File: config.mk
export PLATFORM = sky130hd
export DESIGN_NAME = path_syntax_validator_core
export DESIGN_NICKNAME = d
export VERILOG_FILES = /design/src/hw/rtl/psv_pkg.sv /design/src/hw/rtl/psv_front.sv /design/src/hw/rtl/psv_back.sv /design/src/hw/rtl/path_syntax_validator_core.sv
export SDC_FILE = /design/constraint.sdc
export NUM_CORES = 1
export LEC_CHECK = 0
export ABC_AREA = 1
export BUFFER_PORTS_ARGS = -buffer_cell sky130_fd_sc_hd__buf_4
export CAP_MARGIN = 20
export CORE_ASPECT_RATIO = 0.7
export CORE_MARGIN = 2
export CORE_UTILIZATION = 60
export CTS_CLUSTER_DIAMETER = 120
export DETAILED_ROUTE_END_ITERATION = 6
export PLACE_DENSITY = 0.85
export SYNTH_ARGS = -nofsm -noshare
export SYNTH_HDL_FRONTEND = slang
export SYNTH_HIERARCHICAL = 1
export SYNTH_SLANG_ARGS = --single-unit
File: constraint.sdc
create_clock -name clk -period 4.85 [get_ports clk]
set_clock_uncertainty 0.2 [all_clocks]
set_input_delay 0 -clock clk [delete_from_list [all_inputs] [get_ports clk]]
set_output_delay 0 -clock clk [all_outputs]
set_load 0.02 [all_outputs]
File: src/hw/rtl/psv_pkg.sv
// shared types and constants for the path syntax validator
// byte classes, scan state encodings, status codes and queue sizing
// no dependencies
package psv_pkg;

    // default number of entries in the queue between front and back
    localparam int QUEUE_DEPTH = 2;

    // path phase
    typedef enum logic [1:0] {
        PH_INIT  = 2'd0,
        PH_DRIVE = 2'd1,
        PH_SEP   = 2'd2,
        PH_ELEM  = 2'd3
    } phase_t;

    // lookahead mode
    typedef enum logic [2:0] {
        MD_START   = 3'd0,
        MD_LETTER  = 3'd1,
        MD_DOT     = 3'd2,
        MD_DOTDOT  = 3'd3,
        MD_STAR    = 3'd4,
        MD_NAME    = 3'd5,
        MD_SWALLOW = 3'd6
    } mode_t;

    // result status codes
    typedef enum logic [2:0] {
        ST_OK        = 3'd0,
        ST_EMPTY     = 3'd1,
        ST_DRIVE     = 3'd2,
        ST_SEPARATOR = 3'd3,
        ST_ELEMENT   = 3'd4,
        ST_TRAIL     = 3'd5
    } status_t;

    // byte classes produced by the front
    typedef enum logic [3:0] {
        CL_TERM      = 4'd0,
        CL_SLASH     = 4'd1,
        CL_BACKSLASH = 4'd2,
        CL_COLON     = 4'd3,
        CL_DOT       = 4'd4,
        CL_STAR      = 4'd5,
        CL_LETTER    = 4'd6,
        CL_CTL       = 4'd7,
        CL_OTHER     = 4'd8
    } cls_t;

    // character constants
    localparam logic [7:0] CH_COLON     = 8'h3A;
    localparam logic [7:0] CH_BACKSLASH = 8'h5C;
    localparam logic [7:0] CH_SLASH     = 8'h2F;
    localparam logic [7:0] CH_DOT       = 8'h2E;
    localparam logic [7:0] CH_STAR      = 8'h2A;
    localparam logic [7:0] CH_DEL       = 8'h7F;
    localparam logic [7:0] CH_SPACE     = 8'h20;

    // queue head as seen by the back
    typedef struct packed {
        logic valid;
        cls_t cls;
    } queue_head_t;

endpackage

File: src/hw/rtl/psv_front.sv
// front of the path syntax validator: accepts bytes, classifies them
// and holds the classes in a short queue for the back
// depends on psv_pkg
module psv_front #(
    parameter int DEPTH = psv_pkg::QUEUE_DEPTH
) (
    input  logic                  clk,
    input  logic                  rst_n,
    input  logic                  in_valid,
    output logic                  in_stall,
    input  logic [7:0]            ch,
    output psv_pkg::queue_head_t  head,
    input  logic                  pop
);

    localparam int PTR_W = (DEPTH > 1) ? $clog2(DEPTH) : 1;
    localparam int CNT_W = $clog2(DEPTH + 1);
    localparam logic [PTR_W-1:0] LAST_PTR = PTR_W'(DEPTH - 1);
    localparam logic [CNT_W-1:0] FULL_CNT = CNT_W'(DEPTH);
    localparam logic [PTR_W-1:0] PTR_ONE  = PTR_W'(1);
    localparam logic [CNT_W-1:0] CNT_ONE  = CNT_W'(1);

    psv_pkg::cls_t    queue_mem [DEPTH];
    logic [PTR_W-1:0] wr_ptr_reg;
    logic [PTR_W-1:0] wr_ptr_next;
    logic [PTR_W-1:0] rd_ptr_reg;
    logic [PTR_W-1:0] rd_ptr_next;
    logic [CNT_W-1:0] count_reg;
    logic [CNT_W-1:0] count_next;
    psv_pkg::cls_t    cls_in;
    logic             push;
    logic             do_pop;

    // byte classification
    always_comb
    begin
        if (ch == 8'h00)
            cls_in = psv_pkg::CL_TERM;
        else if (ch == psv_pkg::CH_SLASH)
            cls_in = psv_pkg::CL_SLASH;
        else if (ch == psv_pkg::CH_BACKSLASH)
            cls_in = psv_pkg::CL_BACKSLASH;
        else if (ch == psv_pkg::CH_COLON)
            cls_in = psv_pkg::CL_COLON;
        else if (ch == psv_pkg::CH_DOT)
            cls_in = psv_pkg::CL_DOT;
        else if (ch == psv_pkg::CH_STAR)
            cls_in = psv_pkg::CL_STAR;
        else if (ch inside {[8'h41:8'h5A], [8'h61:8'h7A]})
            cls_in = psv_pkg::CL_LETTER;
        else if (ch < psv_pkg::CH_SPACE || ch == psv_pkg::CH_DEL)
            cls_in = psv_pkg::CL_CTL;
        else
            cls_in = psv_pkg::CL_OTHER;
    end

    // queue control
    assign in_stall   = (count_reg == FULL_CNT);
    assign push       = in_valid && !in_stall;
    assign head.valid = (count_reg != '0);
    assign head.cls   = queue_mem[rd_ptr_reg];
    assign do_pop     = pop && head.valid;

    always_comb
    begin
        wr_ptr_next = wr_ptr_reg;
        rd_ptr_next = rd_ptr_reg;
        count_next  = count_reg;
        if (push)
            wr_ptr_next = (wr_ptr_reg == LAST_PTR) ? '0 : wr_ptr_reg + PTR_ONE;
        if (do_pop)
            rd_ptr_next = (rd_ptr_reg == LAST_PTR) ? '0 : rd_ptr_reg + PTR_ONE;
        if (push && !do_pop)
            count_next = count_reg + CNT_ONE;
        else if (do_pop && !push)
            count_next = count_reg - CNT_ONE;
    end

    always_ff @(posedge clk or negedge rst_n)
    begin
        if (!rst_n)
        begin
            wr_ptr_reg <= '0;
            rd_ptr_reg <= '0;
            count_reg  <= '0;
        end
        else
        begin
            wr_ptr_reg <= wr_ptr_next;
            rd_ptr_reg <= rd_ptr_next;
            count_reg  <= count_next;
        end
    end

    // queue storage
    always_ff @(posedge clk)
    begin
        if (push)
            queue_mem[wr_ptr_reg] <= cls_in;
    end

endmodule

File: src/hw/rtl/psv_back.sv
// back of the path syntax validator: runs the path scanner on classified
// bytes and holds the status word in an output register
// depends on psv_pkg
module psv_back (
    input  logic                 clk,
    input  logic                 rst_n,
    input  psv_pkg::queue_head_t head,
    output logic                 pop,
    output logic                 out_valid,
    input  logic                 out_stall,
    output logic [2:0]           status
);

    typedef struct packed {
        psv_pkg::phase_t  phase;
        psv_pkg::mode_t   mode;
        logic [1:0]       tally;
        psv_pkg::status_t err;
        logic             seen;
    } scan_t;

    localparam scan_t SCAN_CLEAR = '{
        phase: psv_pkg::PH_INIT,
        mode:  psv_pkg::MD_START,
        tally: 2'd0,
        err:   psv_pkg::ST_OK,
        seen:  1'b0
    };

    scan_t            scan_reg;
    scan_t            scan_next;
    logic             out_valid_reg;
    logic             out_valid_next;
    psv_pkg::status_t status_reg;
    psv_pkg::status_t status_next;
    logic             is_term;

    function automatic logic is_sep(input psv_pkg::cls_t c);
        return (c == psv_pkg::CL_SLASH) || (c == psv_pkg::CL_BACKSLASH);
    endfunction

    // record the first error only
    function automatic scan_t fail(input scan_t s, input psv_pkg::status_t code);
        scan_t r;
        r = s;
        if (r.err == psv_pkg::ST_OK)
            r.err = code;
        return r;
    endfunction

    // element token: rejected right after another element
    function automatic scan_t take_elem(input scan_t s);
        scan_t r;
        r = s;
        if (r.phase == psv_pkg::PH_ELEM)
            r = fail(r, psv_pkg::ST_ELEMENT);
        else
            r.phase = psv_pkg::PH_ELEM;
        return r;
    endfunction

    function automatic scan_t token_start(input scan_t s, input psv_pkg::cls_t c);
        scan_t r;
        r = s;
        r.mode = psv_pkg::MD_START;
        if (is_sep(c))
        begin
            if (r.phase == psv_pkg::PH_SEP)
                r = fail(r, psv_pkg::ST_SEPARATOR);
            else
            begin
                if (r.phase == psv_pkg::PH_INIT)
                    r.mode = psv_pkg::MD_SWALLOW;
                r.phase = psv_pkg::PH_SEP;
                if (r.tally < 2'd2)
                    r.tally = r.tally + 2'd1;
            end
        end
        else if (c == psv_pkg::CL_LETTER)
            r.mode = psv_pkg::MD_LETTER;
        else if (c == psv_pkg::CL_DOT)
            r.mode = psv_pkg::MD_DOT;
        else if (c == psv_pkg::CL_STAR)
            r.mode = psv_pkg::MD_STAR;
        else if (c == psv_pkg::CL_CTL)
            r = fail(r, psv_pkg::ST_ELEMENT);
        else if (r.phase == psv_pkg::PH_ELEM)
            r = fail(r, psv_pkg::ST_ELEMENT);
        else
        begin
            r.phase = psv_pkg::PH_ELEM;
            r.mode  = psv_pkg::MD_NAME;
        end
        return r;
    endfunction

    // byte inside an accepted name
    function automatic scan_t name_byte(input scan_t s, input psv_pkg::cls_t c);
        scan_t r;
        r = s;
        if (is_sep(c))
            r = token_start(r, c);
        else if (c == psv_pkg::CL_CTL)
            r = fail(r, psv_pkg::ST_ELEMENT);
        else
            r.mode = psv_pkg::MD_NAME;
        return r;
    endfunction

    // pending bytes turn into a name
    function automatic scan_t name_pending(input scan_t s, input psv_pkg::cls_t c);
        scan_t r;
        r = s;
        if (r.phase == psv_pkg::PH_ELEM)
            r = fail(r, psv_pkg::ST_ELEMENT);
        else
        begin
            r.phase = psv_pkg::PH_ELEM;
            r = name_byte(r, c);
        end
        return r;
    endfunction

    // dot or dot-dot closed by a separator
    function automatic scan_t dots_sep(input scan_t s, input psv_pkg::cls_t c);
        scan_t r;
        r = s;
        if (r.phase == psv_pkg::PH_ELEM)
            r = fail(r, psv_pkg::ST_ELEMENT);
        else
        begin
            r.phase = psv_pkg::PH_ELEM;
            r = token_start(r, c);
        end
        return r;
    endfunction

    // one non-terminator byte
    function automatic scan_t step_byte(input scan_t s, input psv_pkg::cls_t c);
        scan_t r;
        r = s;
        r.seen = 1'b1;
        if (r.err == psv_pkg::ST_OK)
        begin
            case (r.mode)
                psv_pkg::MD_LETTER:
                begin
                    if (c == psv_pkg::CL_COLON)
                    begin
                        r.mode = psv_pkg::MD_START;
                        if (r.phase == psv_pkg::PH_INIT)
                            r.phase = psv_pkg::PH_DRIVE;
                        else
                            r = fail(r, psv_pkg::ST_DRIVE);
                    end
                    else
                        r = name_pending(r, c);
                end
                psv_pkg::MD_DOT:
                begin
                    if (is_sep(c))
                        r = dots_sep(r, c);
                    else if (c == psv_pkg::CL_DOT)
                        r.mode = psv_pkg::MD_DOTDOT;
                    else
                        r = name_pending(r, c);
                end
                psv_pkg::MD_DOTDOT:
                begin
                    if (is_sep(c))
                        r = dots_sep(r, c);
                    else
                        r = name_pending(r, c);
                end
                psv_pkg::MD_STAR:
                begin
                    if (c == psv_pkg::CL_STAR)
                    begin
                        r.mode = psv_pkg::MD_START;
                        r = take_elem(r);
                    end
                    else
                        r = name_pending(r, c);
                end
                psv_pkg::MD_NAME:
                    r = name_byte(r, c);
                psv_pkg::MD_SWALLOW:
                begin
                    if (c == psv_pkg::CL_BACKSLASH)
                        r.mode = psv_pkg::MD_START;
                    else
                        r = token_start(r, c);
                end
                default:
                    r = token_start(r, c);
            endcase
        end
        return r;
    endfunction

    // status at the terminator
    function automatic psv_pkg::status_t finish(input scan_t s);
        scan_t            r;
        psv_pkg::status_t st;
        r = s;
        if (r.err == psv_pkg::ST_OK && (r.mode inside {psv_pkg::MD_LETTER,
            psv_pkg::MD_DOT, psv_pkg::MD_DOTDOT, psv_pkg::MD_STAR}))
            r = take_elem(r);
        if (r.err != psv_pkg::ST_OK)
            st = r.err;
        else if (!r.seen)
            st = psv_pkg::ST_EMPTY;
        else if (r.phase == psv_pkg::PH_SEP && r.tally > 2'd1)
            st = psv_pkg::ST_TRAIL;
        else
            st = psv_pkg::ST_OK;
        return st;
    endfunction

    // take a word unless a terminator would overrun a held status
    assign is_term   = (head.cls == psv_pkg::CL_TERM);
    assign pop       = head.valid && (!is_term || !out_valid_reg || !out_stall);
    assign out_valid = out_valid_reg;
    assign status    = status_reg;

    // scanner and output register next values
    always_comb
    begin
        scan_next      = scan_reg;
        out_valid_next = out_valid_reg && out_stall;
        status_next    = status_reg;
        if (pop)
        begin
            if (is_term)
            begin
                status_next    = finish(scan_reg);
                out_valid_next = 1'b1;
                scan_next      = SCAN_CLEAR;
            end
            else
                scan_next = step_byte(scan_reg, head.cls);
        end
    end

    always_ff @(posedge clk or negedge rst_n)
    begin
        if (!rst_n)
        begin
            scan_reg      <= SCAN_CLEAR;
            out_valid_reg <= 1'b0;
        end
        else
        begin
            scan_reg      <= scan_next;
            out_valid_reg <= out_valid_next;
        end
    end

    // status payload
    always_ff @(posedge clk)
    begin
        status_reg <= status_next;
    end

endmodule

File: src/hw/rtl/path_syntax_validator_core.sv
// Path syntax validator: takes a file path one byte a cycle on ch while in_stall
// is low, a zero byte ending each path, and returns one 3-bit status word per path
// (0 ok, 1 empty, 2 drive misplaced, 3 doubled separator, 4 bad element, 5 trailing
// separator). Sustained rate is one byte per cycle while nothing stalls; it is set
// by the back scanner, which updates its state as each byte is popped. A status
// reaches the output register once the back pops its terminator from the byte
// queue; the byte queue (DEPTH entries) lets input continue while a status waits.
// top level: instantiates psv_front and psv_back, depends on psv_pkg
module path_syntax_validator_core #(
    parameter int DEPTH = psv_pkg::QUEUE_DEPTH
) (
    input  logic       clk,
    input  logic       rst_n,
    input  logic       in_valid,
    output logic       in_stall,
    input  logic [7:0] ch,
    output logic       out_valid,
    input  logic       out_stall,
    output logic [2:0] status
);

    psv_pkg::queue_head_t head;
    logic                 pop;

    // byte intake and classification
    psv_front #(
        .DEPTH (DEPTH)
    ) u_front (
        .clk      (clk),
        .rst_n    (rst_n),
        .in_valid (in_valid),
        .in_stall (in_stall),
        .ch       (ch),
        .head     (head),
        .pop      (pop)
    );

    // path scanner and status output
    psv_back u_back (
        .clk       (clk),
        .rst_n     (rst_n),
        .head      (head),
        .pop       (pop),
        .out_valid (out_valid),
        .out_stall (out_stall),
        .status    (status)
    );

endmodule
=== After elaboration in Yosys (flattened, before gate mapping) ===
Memories as Yosys holds them, arrays and structs flattened.
Index checks and enable logic that the tools add are counted.

* Bits in registers: 19
* Input port bits: 12
* Output and inout port bits: 5
* Memories: 1
* Memory bits (writable): 8

{| class="wikitable"
|+ Memory list
! memory !! words !! width !! rd ports !! clocked after Yosys merged registers in !! write ports !! line !! RTL
|-
| u_front.queue_mem || 2 || 4 || 1 || 0 || 1 || psv_front.sv:23 || <nowiki>psv_pkg::cls_t queue_mem [DEPTH];</nowiki>
|}

* Reduce and logical (&&, ||, !) cells: 35
* Muxes and demuxes: 65
* Equality and inequality tests: 31
* Magnitude comparators: 7
* Add/subtract/negate cells: 5

{| class="wikitable"
|+ Operator list
! cell !! count
|-
| 11-bit two-way mux || 15
|-
| 11-bit one-hot mux with 6 select lines || 1
|-
| 4-bit two-way mux || 14
|-
| 3-bit two-way mux || 11
|-
| 8-bit by 6-bit equality test with 1-bit output, second input constant || 4
|-
| 6-bit two-way mux || 5
|-
| 2-bit two-way mux || 10
|-
| 6-bit AND reduction || 3
|-
| 4-bit by 3-bit equality test with 1-bit output, second input constant || 4
|-
| 8-bit by 7-bit equality test with 1-bit output, second input constant || 2
|-
| 8-bit by 7-bit >= comparator with 1-bit output, second input constant || 2
|-
| 8-bit by 7-bit <= comparator with 1-bit output, second input constant || 2
|-
| 4-bit by 3-bit != test with 1-bit output, second input constant || 4
|-
| 1-bit logical AND || 10
|-
| 10-bit two-way mux || 1
|-
| 3-bit equality test, second input constant || 3
|-
| 3-bit by 2-bit != test with 1-bit output, second input constant || 3
|-
| 2-bit equality test, second input constant || 4
|-
| 4-bit by 2-bit equality test with 1-bit output, second input constant || 2
|-
| 8-bit logical NOT || 1
|-
| 8-bit by 6-bit < comparator with 1-bit output, second input constant || 1
|-
| 2-bit nonzero test || 4
|-
| 7-bit two-way mux || 1
|-
| 3-bit by 2-bit equality test with 1-bit output, second input constant || 2
|-
| 18 further kinds || 34
|}

=== Logic depth before layout (Yosys ltp) ===
Gate-level depths: netlist (run 1).
An unclocked memory read counts as a cell.

* Depth in word-level cells: 12
* Gate-level depth with buffers: 14

=== Hierarchy ===
Netlist (run 1), hierarchy kept.

{| class="wikitable"
|+ Modules (own cells, without submodules)
! module !! times used !! seq. area each (µm²) !! cells an instance !! area each (µm²)
|-
| psv_back || 1 || 390.4 || 294 || 1644.1
|-
| psv_front || 1 || 340.3 || 98 || 749.5
|}

=== Worst setup path after synthesis (run 1) ===
No wires, ideal clock.

* Path type: register to register
* Start: register u_front.rd_ptr_reg
* End: register u_front.count_reg[1]
* Required time: 4.519 ns
* Clock period less this slack: 2.098 ns
* Data arrival time: 1.767 ns
* Slack: 2.752 ns
* Cell stages (with the launch flop): 13
* Cell sequence: dfrtp_1 -> inv_1 -> nand2_1 -> nand2_1 -> nor2_4 -> nand3_1 -> nand2_1 -> inv_1 -> nand2_1 -> ha_1 -> a21oi_1 -> o21ai_0 -> xor2_1

{| class="wikitable"
|+ RTL lines
! item !! line !! RTL
|-
| from (decl) || psv_front.sv:26 || <nowiki>logic [PTR_W-1:0] rd_ptr_reg;</nowiki>
|-
| from (signal assigned) || psv_front.sv:90 || <nowiki>rd_ptr_reg <= rd_ptr_next;</nowiki>
|-
| to (signal assigned) || psv_front.sv:91 || <nowiki>count_reg <= count_next;</nowiki>
|-
| to (decl) || psv_front.sv:28 || <nowiki>logic [CNT_W-1:0] count_reg;</nowiki>
|}

==> results of run 1 <==
==> cells in the mapped netlist (all sizes together) <==
master and number:
nor3 2, nand3 36, edfxtp 11, xnor2 1, dfrtp 16, nand2 158
o31ai 1, inv 57, o21ai 22, nor2 59, clkbuf 1, ha 3
buf 4, xor2 2, a21oi 13, nand4 6
==> cell families after synthesis <==
kind of cell	share of synthesized area, %
AO/OA/AOI/OAI	7.946
AND/OR/NAND/NOR	48.56
flip-flops	30.53
XOR/XNOR	1.098
adder cells (fa/ha/maj)	1.568
buffers and inverters	10.30
==> cell type report <==
| type | count | area [sq um] |
|---|---|---|
| timing repair buffer | 20 | 160.2 |
| clock inverter | 1 | 5.005 |
| clock buffer | 3 | 41.29 |
| tap | 52 | 65.06 |
| fill | 341 | 1242 |
| multi-input combinational | 303 | 1416 |
| sequential | 27 | 730.7 |
| inverter | 57 | 214.0 |
==> per-layer routing <==
metal / share of wire [%] / vias to the layer above / GRT usage [%]
met5: 0 / - / 0
met4: 0.48 / 0 / 3.695
met3: 9.0 / 5 / 7.235
met2: 39 / 119 / 38.42
met1: 52 / 1133 / 47.29
li1: - / 1259 / -
==> where the power goes <==
group / total (mW) / switching [mW] / internal, mW
clock: 0.127 / 0.0695 / 0.0576
combinational: 1.22 / 0.840 / 0.376
sequential: 0.413 / 0.0783 / 0.335
==> through the flow <==
step                instance area (sq um)  setup slack, ps
floorplan                            2394             2752
global placement                     2546             2666
detailed placement                   2546             2547
CTS                                  2633             2526
global route                         2633             2323
finish                               2633             2526
==> repair_timing <==
action | in CTS | in global routing
hold endpoints to repair | 18 | 0
hold buffers | 4 | 0
resized for setup | 0 | 0
==> worst max path at each step <==
| stage | startpoint | endpoint | slack [ps] | cells after the start |
|---|---|---|---|---|
| final | u_front/rd_ptr_reg | u_front/count_reg[1] | 2530 | 12 |
| after global routing | u_front/rd_ptr_reg | u_front/count_reg[1] | 2320 | 12 |
| after CTS | u_front/rd_ptr_reg | u_front/count_reg[1] | 2530 | 12 |
| after detailed placement | u_front/rd_ptr_reg | u_front/count_reg[1] | 2550 | 12 |
| after global placement | u_front/rd_ptr_reg | u_front/count_reg[1] | 2670 | 12 |
| after floorplan | u_front/rd_ptr_reg | u_front/count_reg[1] | 2750 | 12 |
==> worst reg2reg max path, cell delays in order, from the launching register on <==
cell and delay [ps]:
dfrtp_1 430, inv_1 180, nand2_1 80, nand2_1 190
nor2_4 90, nand3_1 100, nand2_1 70, inv_1 90
nand2_1 90, ha_1 310, a21oi_1 110, o21ai_0 110
xor2_1 150
==> qor.txt, run 1 <==
Peak VDD IR: 0.0003894 V
crit-path leading delay family: simple AND/OR/NAND/NOR gates
gr usage total: 28.87%
Worst path slowest cell: dfrtp_1
Hold Vio Cnt, Final: 0
worst reg2reg startpoint: u_front/rd_ptr_reg
Mapped Area: 2394 sq um
Iter 0 DRT Violations: 286
YS warnings: 6
initial antenna violation count: 0
first-pass GRT wire length: 10,160 um
port buffer count: 16
CTS buffer count: 3
Post-Syn Nets: 407
initial core utilization: 61.77%
WL final: 5986 um
Antenna diodes: 0
Gate Count Post-Synth: 392
static leakage: 1.460 nW
worst slew pin tran: 783.4 ps
largest net degree at the start of global routing: 17
CP max FO: 5
commonest non-fill, non-tap cell in the layout: nand2_1
drc violations: 0
hold path depth: 5
height of the die: 56.85 um
Setup Viol. Count Final: 0
Sum Neg Setup Slack: 0 ps
Post-Route Utilization: 67.94%
# IOs: 17
via count: 2,516
outcome: complete, no violations
Die ar.: 4519 sq um
share of layout cells above drive strength 1: 14.84%
Max-cap violations: 0
Max Buffers Root-to-Sink: 2
post-route ant nets: 0
Area growth syn-to-layout: 9.984%
CTS tree: yes
Root Buffer: clkbuf_8
FMAX: 430.3 MHz
reg2reg end: u_front/count_reg[1]
most frequent cells in the layout: 146 x nand2_1, 47 x inv_1, 47 x nor2_1
delay of the slowest cell on the worst path: 430 ps
Power Total: 1.756 mW
HPWL Detailed: 4794 um
Tmin final: 2324 ps
GRT overflow: 0
RSZ-0062 raised after global routing: no
CP Class: reg2reg
first-pass iteration count of the detailed router: 5
Clock Latency Late Sink: 280 ps
WHS: 44.97 ps
worst endpoint required time: 4810 ps
worst relative slew slack: 47.60%
H-tree Lvls: 1
most frequent CP cell: nand2_1
worst path cell trace: inv_1, nand2_1, nand2_1, nor2_4, nand3_1, nand2_1, inv_1, nand2_1, ha_1, a21oi_1, o21ai_0, xor2_1
hold crit path type: in2reg
post-synthesis cell type count: 26
period utilization: 47.92%
Final #Nets: 427
Synth area leader: nand2_1
r2r setup slk: 2530 ps
die width: 79.49 um
Crit path arrival time: 2290 ps
sequential-to-total area share from yosys stat: 30.53%
mean area per synthesized cell: 6.106 sq um
Power Density: 666.9 nW/um^2
number of buffers and inverters on the critical path: 2
vias in the first global route: 2,151
top cells by area, synth: nand2_1 23%, dfrtp_1 17%, edfxtp_1 14%
CTS Sinks: 27
Yosys top cell area share: 22.90%
std cell rows: 19
final cell count without fillers: 463
Worst R2R Path Depth: 12
hold path startpoint: ch[5]
post-CTS setup buffer count: 0
number of flip-flops in the largest register: 11
clock slew at reported path FFs: 90 ps
Seq cells post-synth: 27
Core ar.: 3875 sq um
Final Wtd Congestion: 0.9886
endpoint type of the worst setup path: register
WL/cell: 12.93 um
startpoint types: register
Vias/cell: 5.434
Hold Crit Endpoint: u_front/queue_mem[1][0]
Final Max Slew Viols: 0
Placed Cells: 455
(Power assumes the default switching activity.)
==> run 2: changes to the inputs <==
==> constraint.sdc (replaced) <==
create_clock -name clk -period 2.3 [get_ports clk]
set_clock_uncertainty 0.2 [all_clocks]
set_input_delay 0 -clock clk [delete_from_list [all_inputs] [get_ports clk]]
set_output_delay 0 -clock clk [all_outputs]
set_load 0.02 [all_outputs]
==> run 2 against run 1 <==
First-iteration DRC count up 12%. Die area unchanged. Cell count up 0.65%. Sequential power up 110%. Wire length up 4.5%.
==> qor.txt, run 2 (synthesis gave the netlist of run 1 again) <==
outcome: complete, no violations
H-tree Lvls: 1 (unchanged)
WL final: 6254 um (+4.5%)
# IOs: 17 (unchanged)
endpoint type of the worst setup path: register
first-pass GRT wire length: 10,320 um (+1.6%)
gr usage total: 29.39% (+0.52 points)
WL/cell: 13.42 um (+3.8%)
static leakage: 1.472 nW (+0.81%)
worst relative slew slack: 48.63% (+1.0 points)
drc violations: 0 (unchanged)
GRT overflow: 0 (unchanged)
worst endpoint required time: 2310 ps (-2500 ps)
Max Buffers Root-to-Sink: 2 (unchanged)
Placed Cells: 458 (+0.66%)
initial core utilization: 61.77% (unchanged)
startpoint types: register
FILL cells: 358 (+5.0%)
Area growth syn-to-layout: 11.92%
Tmin final: 2180 ps (-144.5 ps)
commonest non-fill, non-tap cell in the layout: nand2_1
via count: 2,531 (+0.60%)
Max-cap violations: 0 (unchanged)
share of layout cells above drive strength 1: 17.39% (+2.5 points)
std cell rows: 19 (unchanged)
most frequent cells in the layout: 141 x nand2_1, 46 x inv_1, 46 x nor2_1
clock slew at reported path FFs: 90 ps (about the same)
sw frac: 55.69% (-0.54 points)
Final Wtd Congestion: 0.9962 (+0.77%)
FMAX: 458.8 MHz (+6.6%)
Final Max Slew Viols: 0 (unchanged)
Post-Route Utilization: 69.13% (+1.2 points)
hold path depth: 5 (unchanged)
HPWL Detailed: 5004 um (+4.4%)
Power Density: 1433 nW/um^2 (+110%)
clock group share of total power: 6.8% (-0.4 points)
final cell count without fillers: 466 (+0.65%)
Comb pwr share: 70.3% (+1.1 points)
first-pass iteration count of the detailed router: 6 (+1)
share of power burned in registers: 22.8% (-0.7 points)
vias in the first global route: 2,213 (+2.9%)
worst slew pin tran: 768.0 ps (-15.33 ps)
WHS: 59.02 ps (+14.05 ps)
Iter 0 DRT Violations: 320 (+12%)
Setup Viol. Count Final: 0 (unchanged)
Die ar.: 4519 sq um (unchanged)
number of flip-flops in the largest register: 11 (unchanged)
CTS tree: yes
Worst R2R Path Depth: 14 (+2)
Hold Vio Cnt, Final: 0 (unchanged)
Final #Nets: 430 (+0.70%)
CP Class: reg2reg
Root Buffer: clkbuf_8
hold crit path type: in2reg
Clock Latency Late Sink: 270 ps (about the same)
switching pwr: 2.138 mW (+120%)
RSZ-0062 raised after global routing: no
port buffer count: 16 (unchanged)
largest net degree at the start of global routing: 17 (unchanged)
die width: 79.49 um (unchanged)
CP max FO: 14 (+9)
Pint: 1.701 mW (+120%)
post-route ant nets: 0 (unchanged)
CTS Sinks: 27 (unchanged)
CTS buffer count: 3 (unchanged)
Peak VDD IR: 0.0009047 V (+130%)
Sum Neg Setup Slack: 0 ps (unchanged)
Antenna diodes: 0 (unchanged)
initial antenna violation count: 0 (unchanged)
height of the die: 56.85 um (unchanged)
Core ar.: 3875 sq um (unchanged)
Crit path arrival time: 2190 ps (-100 ps)
Vias/cell: 5.431 (about the same)
period utilization: 94.77% (+47 points)
==> run 2: power groups by stage <==
stage,sequential (mW),combinational [mW],clock [mW]
2_1_floorplan,0.839,1.95,0
3_3_place_gp,0.877,2.47,0
3_5_place_dp,0.878,2.54,0
4_1_cts,0.870,2.58,0.269
5_1_grt,0.897,3.01,0.288
6_report,0.877,2.70,0.262
==> run 2: critical path, cell delays in order (launching register included) <==
cell and delay, ps:
dfrtp_1 440, inv_2 120, nand2_1 80, nand2_2 100, buf_4 130, inv_1 50
nand2_1 90, nand3_2 270, nor2_1 220, nand2_1 90, nand2_1 70, a21oi_1 60
nand2_1 60, nand2_1 70, nand2_1 70
==> run 2: routing by layer <==
layer,wire [um],vias up,global-route usage (%)
li1,-,1274,-
met1,3047,1119,47.24
met2,2500,132,40.34
met3,656,6,5.466
met4,49,0,6.404
met5,0,-,0
==> run 2: final timing paths <==
| kind | start | to | slack [ps] |
|---|---|---|---|
| setup reg to reg | u_front/rd_ptr_reg | u_back/scan_reg[5] | 120 |
| hold reg to reg | u_back/scan_reg[2] | u_back/status[1] | 310 |
| max in group asynchronous | rst_n | u_back/scan_reg[3] | 750 |
| min in group asynchronous | rst_n | u_back/scan_reg[6] | 670 |
| setup / recovery | u_front/rd_ptr_reg | u_back/scan_reg[5] | 120 |
| hold / removal | ch[5] | u_front/queue_mem[1][0] | 60 |
==> run 2: cell type report <==
type / instances / area, sq um / area share, %
Tap cell: 52 / 65.06 / 2.429
Clock buffer: 4 / 45.04 / 1.681
Inverter: 57 / 214.0 / 7.987
Multi-Input combinational cell: 303 / 1444 / 53.90
Sequential cell: 27 / 730.7 / 27.28
Timing Repair Buffer: 23 / 180.2 / 6.726
==> run 2: through the flow <==
step / setup WS (ps) / power (mW) / area [sq um]
finish: 120.3 / 3.839 / 2679
global route: 7.648 / 4.194 / 2679
CTS: 9.300 / 3.715 / 2651
detailed placement: 20.95 / 3.421 / 2569
global placement: 165.3 / 3.351 / 2569
floorplan: 202.5 / 2.793 / 2394
==> run 2: what timing repair did <==
action | 4_1_cts | 5_1_grt
gates resized for setup | 0 | 8
pin swaps | 1 | 0
hold buffers | 3 | 0
endpoints found under the setup margin | 1 | 10
endpoints found under the hold margin | 17 | 0
setup buffers | 1 | 0
